$ cat src/ufar_pkg.sv
// Package for the UDP flow aggregation and ranking block.
// Holds the flow entry type, the controller states and the voice port filter.
// No dependencies.
`default_nettype none

package ufar_pkg;

    localparam int MAX_FLOWS_DEF = 8;
    localparam int LIMIT_W       = 4;
    localparam int IN_DATA_W     = 136;
    localparam int OUT_DATA_W    = 136;
    localparam int NUM_RANGES    = 5;

    localparam logic [LIMIT_W-1:0] LIMIT_RESET = 4'd8;

    localparam logic [15:0] VOICE_LO [NUM_RANGES] = '{16'd50000, 16'd1400, 16'd3478,
                                                       16'd5349, 16'd19294};
    localparam logic [15:0] VOICE_HI [NUM_RANGES] = '{16'd50099, 16'd1400, 16'd3481,
                                                       16'd5349, 16'd19344};

    typedef struct packed {
        logic [31:0] dst_addr;
        logic [15:0] dst_port;
        logic [31:0] src_addr;
        logic [15:0] src_port;
        logic [31:0] packets;
        logic        answered;
    } flow_entry_t;

    typedef enum logic [2:0] {
        ST_IDLE,
        ST_SCAN_RD,
        ST_SCAN_CK,
        ST_APPEND,
        ST_SORT_RD,
        ST_SORT_CK,
        ST_EMIT,
        ST_EMPTY
    } state_t;

    function automatic logic port_is_voice(input logic [15:0] port);
        logic hit;
        hit = 1'b0;
        for (int r = 0; r < NUM_RANGES; r++)
        begin
            if (port >= VOICE_LO[r] && port <= VOICE_HI[r])
            begin
                hit = 1'b1;
            end
        end
        return hit && (port != 16'd0);
    endfunction

endpackage

`default_nettype wire

$ cat src/udp_flow_aggregate_rank.sv
// Top level of the UDP voice flow aggregator with ranked flush.
// Flow table in one synchronous memory; depends on ufar_pkg.
//
// Channel | Direction | Transfer contents
// s_*     | in        | tuser: req_type; tdata: record fields
// m_*     | out       | tuser: entry_valid; tdata: ranked flow; tlast: end of run
// cfg_*   | in        | flow_limit write
//
// A record is accepted in the idle state; each stored flow examined then takes a
// memory read state and a compare state, and a new flow is written in the append state.
// A flush finds every rank by a full pass over the table through the single read port.
// Reset clears the flow count and the limit goes to 8; table contents are not cleared.
// A stalled output holds the controller only when the next result is ready.
`default_nettype none

module udp_flow_aggregate_rank #(
    parameter int MAX_FLOWS = ufar_pkg::MAX_FLOWS_DEF
) (
    input  wire logic                            clk,
    input  wire logic                            rst_n,
    input  wire logic                            s_tvalid,
    output logic                                 s_tready,
    // Lowest bit up: is_udp, dst_addr, dst_is_private, dst_port_in, src_addr,
    // src_port_in, packet_count, unreplied, zero fill.
    input  wire logic [ufar_pkg::IN_DATA_W-1:0]  s_tdata,
    // req_type.
    input  wire logic                            s_tuser,
    output logic                                 m_tvalid,
    input  wire logic                            m_tready,
    // Lowest bit up: rank, flow_dst_addr, flow_dst_port, flow_src_addr,
    // flow_src_port, packet_total, answered, flow_total.
    output logic [ufar_pkg::OUT_DATA_W-1:0]      m_tdata,
    // entry_valid.
    output logic                                 m_tuser,
    output logic                                 m_tlast,
    input  wire logic                            cfg_we,
    input  wire logic [ufar_pkg::LIMIT_W-1:0]    cfg_data
);
    import ufar_pkg::*;

    localparam int IDX_W = (MAX_FLOWS > 1) ? $clog2(MAX_FLOWS) : 1;
    localparam int CNT_W = $clog2(MAX_FLOWS + 1);
    localparam int LIM_W = (CNT_W > LIMIT_W) ? CNT_W : LIMIT_W;
    localparam logic [LIM_W-1:0] MAX_LIM = LIM_W'(MAX_FLOWS);

    flow_entry_t mem [MAX_FLOWS];
    flow_entry_t rd_data_reg;
    logic        wr_en;
    logic [IDX_W-1:0] wr_addr;
    flow_entry_t wr_data;

    state_t state_reg, state_next;
    logic [IDX_W-1:0] cur_reg, cur_next;
    logic [CNT_W-1:0] used_reg, used_next;
    logic [CNT_W-1:0] rank_reg, rank_next;
    logic [MAX_FLOWS-1:0] done_reg, done_next;
    logic [LIMIT_W-1:0] limit_reg;
    flow_entry_t in_reg, in_next;
    flow_entry_t best_reg, best_next;
    logic [IDX_W-1:0] best_idx_reg, best_idx_next;
    logic have_best_reg, have_best_next;
    logic out_vld_reg, out_vld_next;
    logic [OUT_DATA_W-1:0] out_data_reg, out_data_next;
    logic out_user_reg, out_user_next;
    logic out_last_reg, out_last_next;

    logic [LIM_W-1:0] eff_limit;
    logic        room;
    logic        hit;
    logic        more;
    logic        out_free;
    logic        in_keep;
    flow_entry_t in_rec;
    logic [32:0] sum;
    logic [31:0] sat_sum;

    assign eff_limit = (LIM_W'(limit_reg) > MAX_LIM) ? MAX_LIM : LIM_W'(limit_reg);
    assign room      = LIM_W'(used_reg) < eff_limit;
    assign hit       = (rd_data_reg.dst_addr == in_reg.dst_addr) &&
                       (rd_data_reg.dst_port == in_reg.dst_port) &&
                       (rd_data_reg.src_addr == in_reg.src_addr) &&
                       (rd_data_reg.src_port == in_reg.src_port);
    assign more      = (CNT_W'(cur_reg) + CNT_W'(1)) < used_reg;
    assign out_free  = !out_vld_reg || m_tready;
    assign sum       = {1'b0, rd_data_reg.packets} + {1'b0, in_reg.packets};
    assign sat_sum   = sum[32] ? 32'hFFFF_FFFF : sum[31:0];

    always_comb
    begin
        in_rec.dst_addr = s_tdata[32:1];
        in_rec.dst_port = s_tdata[49:34];
        in_rec.src_addr = s_tdata[81:50];
        in_rec.src_port = s_tdata[97:82];
        in_rec.packets  = s_tdata[129:98];
        in_rec.answered = !s_tdata[130];
        in_keep = s_tdata[0] && !s_tdata[33] && port_is_voice(s_tdata[49:34]);
    end

    // Next state and register updates.
    always_comb
    begin
        state_next     = state_reg;
        cur_next       = cur_reg;
        used_next      = used_reg;
        rank_next      = rank_reg;
        done_next      = done_reg;
        in_next        = in_reg;
        best_next      = best_reg;
        best_idx_next  = best_idx_reg;
        have_best_next = have_best_reg;
        out_vld_next   = out_vld_reg && !m_tready;
        out_data_next  = out_data_reg;
        out_user_next  = out_user_reg;
        out_last_next  = out_last_reg;
        case (state_reg)
            ST_IDLE:
            begin
                if (s_tvalid)
                begin
                    in_next  = in_rec;
                    cur_next = '0;
                    if (s_tuser)
                    begin
                        rank_next      = '0;
                        have_best_next = 1'b0;
                        state_next     = (used_reg == '0) ? ST_EMPTY : ST_SORT_RD;
                    end
                    else if (in_keep)
                    begin
                        state_next = (used_reg == '0) ? ST_APPEND : ST_SCAN_RD;
                    end
                end
            end
            ST_SCAN_RD:
            begin
                state_next = ST_SCAN_CK;
            end
            ST_SCAN_CK:
            begin
                if (hit)
                begin
                    state_next = ST_IDLE;
                end
                else if (more)
                begin
                    cur_next   = cur_reg + IDX_W'(1);
                    state_next = ST_SCAN_RD;
                end
                else
                begin
                    state_next = ST_APPEND;
                end
            end
            ST_APPEND:
            begin
                if (room)
                begin
                    used_next = used_reg + CNT_W'(1);
                end
                state_next = ST_IDLE;
            end
            ST_SORT_RD:
            begin
                state_next = ST_SORT_CK;
            end
            ST_SORT_CK:
            begin
                // Strict compare keeps the lowest index among equal counts.
                if (!done_reg[cur_reg] &&
                    (!have_best_reg || rd_data_reg.packets > best_reg.packets))
                begin
                    best_next      = rd_data_reg;
                    best_idx_next  = cur_reg;
                    have_best_next = 1'b1;
                end
                if (more)
                begin
                    cur_next   = cur_reg + IDX_W'(1);
                    state_next = ST_SORT_RD;
                end
                else
                begin
                    state_next = ST_EMIT;
                end
            end
            ST_EMIT:
            begin
                if (out_free)
                begin
                    out_vld_next  = 1'b1;
                    out_user_next = 1'b1;
                    out_data_next = {LIMIT_W'(used_reg), best_reg.answered, best_reg.packets,
                                     best_reg.src_port, best_reg.src_addr,
                                     best_reg.dst_port, best_reg.dst_addr, 3'(rank_reg)};
                    out_last_next = (rank_reg + CNT_W'(1)) == used_reg;
                    done_next[best_idx_reg] = 1'b1;
                    rank_next      = rank_reg + CNT_W'(1);
                    have_best_next = 1'b0;
                    cur_next       = '0;
                    if ((rank_reg + CNT_W'(1)) == used_reg)
                    begin
                        used_next  = '0;
                        done_next  = '0;
                        state_next = ST_IDLE;
                    end
                    else
                    begin
                        state_next = ST_SORT_RD;
                    end
                end
            end
            ST_EMPTY:
            begin
                if (out_free)
                begin
                    out_vld_next  = 1'b1;
                    out_user_next = 1'b0;
                    out_data_next = '0;
                    out_last_next = 1'b1;
                    state_next    = ST_IDLE;
                end
            end
            default:
            begin
                state_next = ST_IDLE;
            end
        endcase
    end

    // Handshake and memory write strobes.
    always_comb
    begin
        s_tready = (state_reg == ST_IDLE);
        wr_en    = 1'b0;
        wr_addr  = cur_reg;
        wr_data  = in_reg;
        case (state_reg)
            ST_SCAN_CK:
            begin
                if (hit)
                begin
                    wr_en            = 1'b1;
                    wr_data          = rd_data_reg;
                    wr_data.packets  = sat_sum;
                    wr_data.answered = rd_data_reg.answered | in_reg.answered;
                end
            end
            ST_APPEND:
            begin
                wr_en   = room;
                wr_addr = used_reg[IDX_W-1:0];
            end
            default:
            begin
                wr_en = 1'b0;
            end
        endcase
    end

    assign m_tvalid = out_vld_reg;
    assign m_tdata  = out_data_reg;
    assign m_tuser  = out_user_reg;
    assign m_tlast  = out_last_reg;

    always_ff @(posedge clk)
    begin
        if (wr_en)
        begin
            mem[wr_addr] <= wr_data;
        end
        rd_data_reg <= mem[cur_reg];
    end

    always_ff @(posedge clk or negedge rst_n)
    begin
        if (!rst_n)
        begin
            state_reg     <= ST_IDLE;
            used_reg      <= '0;
            done_reg      <= '0;
            have_best_reg <= 1'b0;
            out_vld_reg   <= 1'b0;
            limit_reg     <= LIMIT_RESET;
        end
        else
        begin
            state_reg     <= state_next;
            used_reg      <= used_next;
            done_reg      <= done_next;
            have_best_reg <= have_best_next;
            out_vld_reg   <= out_vld_next;
            if (cfg_we)
            begin
                limit_reg <= cfg_data;
            end
        end
    end

    always_ff @(posedge clk)
    begin
        cur_reg      <= cur_next;
        rank_reg     <= rank_next;
        in_reg       <= in_next;
        best_reg     <= best_next;
        best_idx_reg <= best_idx_next;
        out_data_reg <= out_data_next;
        out_user_reg <= out_user_next;
        out_last_reg <= out_last_next;
    end

`ifndef NO_ASSERTIONS
    a_used_bound: assert property (@(posedge clk) disable iff (!rst_n)
        used_reg <= CNT_W'(MAX_FLOWS))
        else $error("flow count exceeds table depth");

    a_write_state: assert property (@(posedge clk) disable iff (!rst_n)
        wr_en |-> (state_reg == ST_SCAN_CK || state_reg == ST_APPEND))
        else $error("table write outside record update");

    a_empty_last: assert property (@(posedge clk) disable iff (!rst_n)
        (m_tvalid && !m_tuser) |-> m_tlast)
        else $error("empty-table result without end of run");

    a_emit_clears: assert property (@(posedge clk) disable iff (!rst_n)
        (m_tvalid && m_tuser && m_tlast && !$past(m_tvalid && m_tuser && m_tlast))
        |-> (used_reg == '0))
        else $error("table not cleared after final ranked transfer");
`endif

endmodule

`default_nettype wire

$ cat config.mk
export PLATFORM = sky130hd
export DESIGN_NAME = udp_flow_aggregate_rank
export DESIGN_NICKNAME = d
export VERILOG_FILES = /design/src/ufar_pkg.sv /design/src/udp_flow_aggregate_rank.sv
export SDC_FILE = /design/constraint.sdc
export NUM_CORES = 1
export LEC_CHECK = 0
export BUFFER_PORTS_ARGS = -buffer_cell sky130_fd_sc_hd__buf_2
export CAP_MARGIN = 20
export CORE_UTILIZATION = 50
export CTS_CLUSTER_SIZE = 40
export DETAILED_ROUTE_END_ITERATION = 8
export GPL_TIMING_DRIVEN = 1
export PLACE_DENSITY = 0.65
export SYNTH_ARGS = -nofsm -noshare
export SYNTH_HDL_FRONTEND = slang
export SYNTH_SLANG_ARGS = --single-unit
$ cat constraint.sdc
create_clock -name clk -period 14.77 [get_ports clk]
set_input_delay 1.477 -clock clk [delete_from_list [all_inputs] [get_ports clk]]
set_output_delay 1.477 -clock clk [all_outputs]
set_load 0.02 [all_outputs]
==> impl_metrics.tcl, run 1 <==
set metrics [dict create \
    hold_viol_final 0 \
    top_register "mem" \
    grt_pass1_wl_microns 200000 \
    drive_above_1_share_pct 22.5 \
    synth_fp_nets 3564 \
    cts_hold_buf 0 \
    synth_common_cells "edfxtp_1 (1438), nand2_1 (427), mux4_2 (260)" \
    drc 0 \
    port_buffers 280 \
    dp_hpwl_microns 77100 \
    fin_area_sq_mm 0.0687 \
    path_max_fanout 110 \
    rsz0062_at_grt "no" \
    crit_type "reg2reg" \
    fp.dieH_microns 349 \
    synth_area_leader_cell "edfxtp_1" \
    dr_total_vias 30200 \
    drtPass1Iterations 5 \
    slew_headroom_pct 26.0 \
    largest_reg_flops 1032 \
    syn-cell-area_sq_mm 0.0604 \
    cts_tree "yes" \
    cts-resized-gates 0 \
    critPathRequiredTime_ns 15.15 \
    grtUsageTotal_pct 22.7 \
    cellLeakagePower_uw 0.0236 \
    synth_area_per_cell_sq_um 18.1 \
    dieArea_sq_mm 0.122 \
    vdd_ir_drop_max_uv 160 \
    synth_edf_count 1438 \
    wl_per_cell_microns 25.7 \
    whs_ns 0.432 \
    finalWeightedCongestion 0.835 \
    status "finished, final reports clean" \
    period_needed_ns 5.84 \
    p_per_area_mw_per_mm2 193 \
    core_area_sq_mm 0.120 \
    syn_inst 3343 \
    initial_core_util_pct 50.4 \
    grt.overflow.total 0 \
    synthDominantCellAreaShare_pct 71.5 \
    die_w_microns 349 \
    clockBufferDepth 3 \
    num_rows 127 \
    cp.arrival_ns 6.22 \
    fmax_mhz 171 \
    finClkSkew_ns 0.0428 \
    synth_area_leaders "edfxtp_1 (72%), mux4_2 (9.7%), dfxtp_1 (4.3%)" \
    setup_viol_count_final 0 \
    insertion_delay_ns 0.79 \
    antenna_found_initial 12 \
    synth_cell_types 68 \
    yosysSeqAreaShare_pct 76.7 \
    yosys_warnings 0 \
    synth_ff_type "edfxtp_1" \
    area_delta_synth_final_pct 13.8 \
    hold_class "reg2reg" \
    ys_ff_latch 1588 \
    synth_most_common_cell "edfxtp_1" \
    grt_pass1_vias 30300 \
    slew_violations 0 \
    postRouteAntennaNets 0 \
    htreeDepth 4 \
    ioPinCount 286 \
    finalNetCount 3828 \
    synthArstFlopShare_pct 1.32 \
    root_buffer "clkbuf_16" \
    routed_wl_microns 137000 \
    fin_crit_sh_pct 39.5 \
    post_cts_buffers 0 \
    worstMarginPinSlew_ns 1.11 \
    crit_path_start_kind "register" \
    fin_tns_setup_ns 0 \
    end_kind "register" \
    cts_buffers 159 \
    cts_sinks 1588 \
    maxCapViolations 0 \
    post_dp_cell_area_sq_mm 0.0634 \
    grt_max_degree 121 \
    vias_per_cell 5.65 \
    clk_pin_slew_ns 0.06 \
    drt-initial-drc-count 2821 \
]
==> logic make-up after synthesis <==
group / synth area share, %
flops: 76.7
compound gates: 2.10
simple gates: 6.15
xor+xnor: 1.87
fa+ha+maj: 1.57
buf+inv: 1.73
mux: 9.89
==> metal layers <==
layer | vias to the layer above | GRT usage (%) | share of wire [%] | wire length (microns)
li1 | 13300 | - | - | -
met2 | 1046 | 36.4 | 48 | 66200
met5 | - | 0 | 0.0095 | 13
met3 | 176 | 4.20 | 7.3 | 10100
met1 | 15700 | 32.2 | 43 | 58500
met4 | 2 | 5.91 | 1.9 | 2610
==> cell usage in the layout (no fill, tap or decap), types with 13 or more instances in the layout <==
cell and count:
edfxtp_1 1438, nand2_1 427, buf_2 281, mux4_2 260
clkbuf_16 163, and2_1 139, dfxtp_1 129, nor2_1 92
a21oi_1 80, ha_1 74, xor2_1 69, xnor2_1 60
inv_1 55, clkbuf_1 35, buf_4 30, o21ai_0 29
nand4_1 29, clkinv_1 26, clkinv_2 23, nand3_1 20
a21o_1 20, nor4_1 20, dfrtp_1 20, clkbuf_8 16
nor3_1 15, nor2b_1 15, a31oi_1 15, bufinv_16 13
==> stage by stage <==
| stage | instances | total power, uW | utilization (%) | setup WS, ns |
|---|---|---|---|---|
| final | 5354 | 13200 | 57.4 | 8.93 |
| after global routing | 5351 | 13800 | 57.3 | 8.72 |
| after CTS | 5349 | 13400 | 57.3 | 8.62 |
| after detailed placement | 5056 | 9330 | 52.9 | 8.58 |
| after global placement | 5056 | 9310 | 52.9 | 8.59 |
| after floorplan | 3343 | 8310 | - | 5.67 |
==> power breakdown <==
group          internal (uW)  total [uW]  switching, uW
Clock                   2340        4040           1690
Combinational           1310        3230           1920
Sequential              5610        5960            349
==> worst max-delay path, stage by stage (launching register included) <==
cell	delay (ns)
edfxtp_1	0.52
xnor2_1	0.51
nand4_1	0.34
nor4_1	0.79
nand2_1	0.09
and4b_2	0.97
o21bai_1	0.50
nor2_4	0.83
buf_12	0.74
==> path summary, 6_finish.rpt <==
path                           startpoint           end  slack, ns  cells past startpoint
max                           in_reg[126]    mem[7][57]       8.93                      8
min                        rd_data_reg[0]   best_reg[0]       0.43                      0
max reg2reg                   in_reg[126]    mem[7][57]       8.93                      8
min reg2reg                rd_data_reg[0]   best_reg[0]       0.43                      0
max in group asynchronous           rst_n  limit_reg[1]      13.67                      1
min in group asynchronous           rst_n  state_reg[0]       0.69                      1
==> layout make-up <==
type | instances | area (sq um)
Clock buffer | 214 | 4430
Inverter | 57 | 219
Fill cell | 9121 | 51100
Sequential cell | 1588 | 46300
Timing Repair Buffer | 319 | 1790
Multi-Input combinational cell | 1482 | 13100
Tap cell | 1612 | 2020
Antenna cell | 3 | 7.51
Clock inverter | 79 | 827
Note: power is estimated with default switching activity, not from simulation.
==> run 2: changes to the inputs <==
Settings changed: ABC_AREA from default to 1.
Clock period 14.77 ns to 6.08 ns, I/O delays scaled along.
==> run 2 against run 1 <==
Setup slack worse by 6.9 ns. Maximum frequency up 44%. Sequential share of layout area down 2.8 points. Power rose to 2.5 times the previous value. Design area up 4.3%. Die area up 3.2%. Synthesized cell count up 49%. Area after synthesis up 3.2%. Worst hold slack worse by 0.37 ns. Clock-buffer cell count up 7. Largest power group unchanged. Combinational power rose to 2.7 times the previous value. Critical endpoint is now rd_data_reg[9]. Highest routed layer unchanged.
==> impl_metrics.tcl, run 2 <==
set metrics [dict create \
    hold_class "in2reg" \
    antenna_found_initial 6 \
    setup_viol_count_final 0 \
    postRouteAntennaNets 0 \
    routed_wl_microns 145000 \
    post-place-ws_ns 2.02 \
    synth_most_common_cell "edfxtp_1" \
    fin_tns_setup_ns 0 \
    status "finished, final reports clean" \
    synth_area_leaders "edfxtp_1 (69%), nor2_1 (6.6%), o21ai_0 (4.5%)" \
    cellLeakagePower_uw 0.0260 \
    fin_crit_sh_pct 66.9 \
    p_per_area_mw_per_mm2 469 \
    fin_ws_ns 2.01 \
    dp_hpwl_microns 78200 \
    grt.overflow.total 0 \
    clk_pin_slew_ns 0.07 \
    htreeDepth 4 \
    m1WireLength_microns 62900 \
    largest_reg_flops 1032 \
    port_buffers 280 \
    crit_type "reg2reg" \
    synthDominantCellAreaShare_pct 69.3 \
    dr_wl_met3_microns 9600 \
    synth_cell_types 40 \
    synth-simple-area-share_pct 10.1 \
    ys_ff_latch 1588 \
    end_kind "register" \
    yosysSeqAreaShare_pct 74.3 \
    slew_violations 0 \
    highest_layer "met5" \
    grtUsageTotal_pct 22.9 \
    top_register "mem" \
    synth_edf_count 1438 \
    grt_max_degree 240 \
    fp.dieH_microns 355 \
    mostFrequentLayoutCell "edfxtp_1" \
    synthArstFlopShare_pct 1.32 \
    cts-resized-gates 0 \
    grt_pass1_vias 36600 \
    r2r_end "rd_data_reg[9]" \
    slew_headroom_pct 24.1 \
    drc 0 \
    synth_fp_nets 5192 \
    total_power_uw 33600 \
    grt_pass1_wl_microns 218000 \
    initial_core_util_pct 50.4 \
    fillCellCount 9828 \
    synth_area_leader_cell "edfxtp_1" \
    dr_wl_met2_microns 68700 \
    vdd_ir_drop_max_uv 522 \
    critPathRequiredTime_ns 6.74 \
    vias_per_cell 5.42 \
    path_max_fanout 93 \
    startpoint "cur_reg[0]" \
    r2r_slack_ns 2.01 \
    worstMarginPinSlew_ns 1.14 \
    finalNetCount 5472 \
    root_buffer "clkbuf_16" \
    area_delta_synth_final_pct 15.0 \
    clockBufferDepth 3 \
    cp.arrival_ns 4.73 \
    die_w_microns 355 \
    synth_common_cells "edfxtp_1 (1438), nor2_1 (1100), o21ai_0 (561)" \
    synth_top_family_by_area "simple AND/OR/NAND/NOR gates" \
    syn-cell-area_sq_mm 0.0623 \
    worstHoldPathCells 1 \
    crit_path_start_kind "register" \
    r2r-start "cur_reg[0]" \
    finalWeightedCongestion 0.840 \
    ff2ff_path_depth 7 \
    yosys_warnings 0 \
    drtPass1Iterations 5 \
    synth_fa_ha_area_share_pct 1.52 \
    drive_above_1_share_pct 11.6 \
    cts_sinks 1588 \
    hold_viol_final 0 \
    dr_total_vias 38000 \
    syn_inst 4971 \
    fmax_mhz 246 \
    maxCapViolations 0 \
    finClkSkew_ns 0.0337 \
    synth_ff_type "edfxtp_1" \
    min_from "s_tdata[37]" \
    hold_path_end "in_reg[84]" \
    final_cell_mix "edfxtp_1 (1438), nor2_1 (1091), o21ai_0 (561), nand2_1 (382), inv_1 (294)" \
    synth-compound-area-share_pct 8.50 \
    muxShareOfSynthArea_pct 0.0542 \
    cts_tree "yes" \
    synth_area_per_cell_sq_um 12.5 \
    drt-initial-drc-count 3672 \
    cts_buffers 161 \
    antenna_cells 0 \
    insertion_delay_ns 0.81 \
    dieArea_sq_mm 0.126 \
    num_rows 129 \
    ioPinCount 286 \
    rsz0062_at_grt "no" \
    period_needed_ns 4.07 \
    utilization_pct 58.0 \
    synth_xor_area_share_pct 1.56 \
    wl_per_cell_microns 20.6 \
    core_area_sq_mm 0.124 \
]
run 2: cell count changes after synthesis, sizes merged, moves of 44 or more:
cell,change
nor2,+1012
o21ai,+537
mux4,-260
inv,+246
and2,-139
a31oi,+134
o22ai,+123
clkbuf,+65
nand3,+48
nand2,-45
buf,+44
run 2: layout make-up:
| type | count | area (sq um) | area share, % |
|---|---|---|---|
| clock inverters | 75 | 938 | 1.31 |
| multi-input cells | 2755 | 13600 | 19.0 |
| repair buffers | 442 | 3080 | 4.30 |
| flip-flops and latches | 1588 | 46300 | 64.6 |
| inverters | 303 | 1170 | 1.63 |
| well taps | 1637 | 2050 | 2.86 |
| clock buffers | 221 | 4550 | 6.35 |
run 2: power by group:
| part | internal (uW) | total [uW] | switching, uW | leakage [uW] |
|---|---|---|---|---|
| Combinational | 2770 | 8880 | 6110 | 0.00901 |
| Clock | 5920 | 10100 | 4180 | 0.00267 |
| Sequential | 13700 | 14600 | 939 | 0.0143 |
| Total | 22400 | 33600 | 11200 | 0.0260 |
run 2: logic make-up (layout without fill, tap and decap cells):
logic type,after synthesis,count (layout)
simple gates,1608,1608
flops,1588,1588
compound gates,958,958
buf+inv,628,1041
xor+xnor,111,111
fa+ha+maj,75,75
mux,3,3
run 2: metrics by stage:
stage	instances	instance area [sq um]	hold slack, ns
5_1_grt	7021	71700	0.0275
3_3_place_gp	6615	65100	0.419
6_report	7021	71700	0.0667
3_5_place_dp	6615	65100	0.423
4_1_cts	7021	71700	0.00345
2_1_floorplan	4971	62300	0.312
run 2: worst max path at each step:
stage | cells after the start | end
3_5_place_dp | 12 | mem[5][39]
6_report | 7 | rd_data_reg[9]
5_1_grt | 7 | rd_data_reg[9]
3_3_place_gp | 12 | mem[5][40]
4_1_cts | 12 | mem[5][30]
2_1_floorplan | 10 | mem[2][0]
run 2: routing by layer:
layer / global-route usage, % / up-vias
met2: 36.9 / 1272
met4: 7.56 / 2
met3: 3.78 / 223
met5: 0 / -
met1: 32.0 / 18600
li1: - / 17900
run 2: repair_timing:
| action | in CTS | in global routing |
|---|---|---|
| buffers inserted | 0 | 0 |
| endpoints found under the setup margin | 0 | 0 |
| hold buffers | 110 | 0 |
| hold endpoints to repair | 129 | 0 |
run 2: worst max-delay path: stages (launching register included):
cell and delay [ns]:
edfxtp_1 0.51, buf_4 0.76, buf_4 0.76, buf_4 0.91
o21ai_0 0.23, o22ai_1 0.21, nor2_1 0.06, a31oi_1 0.33
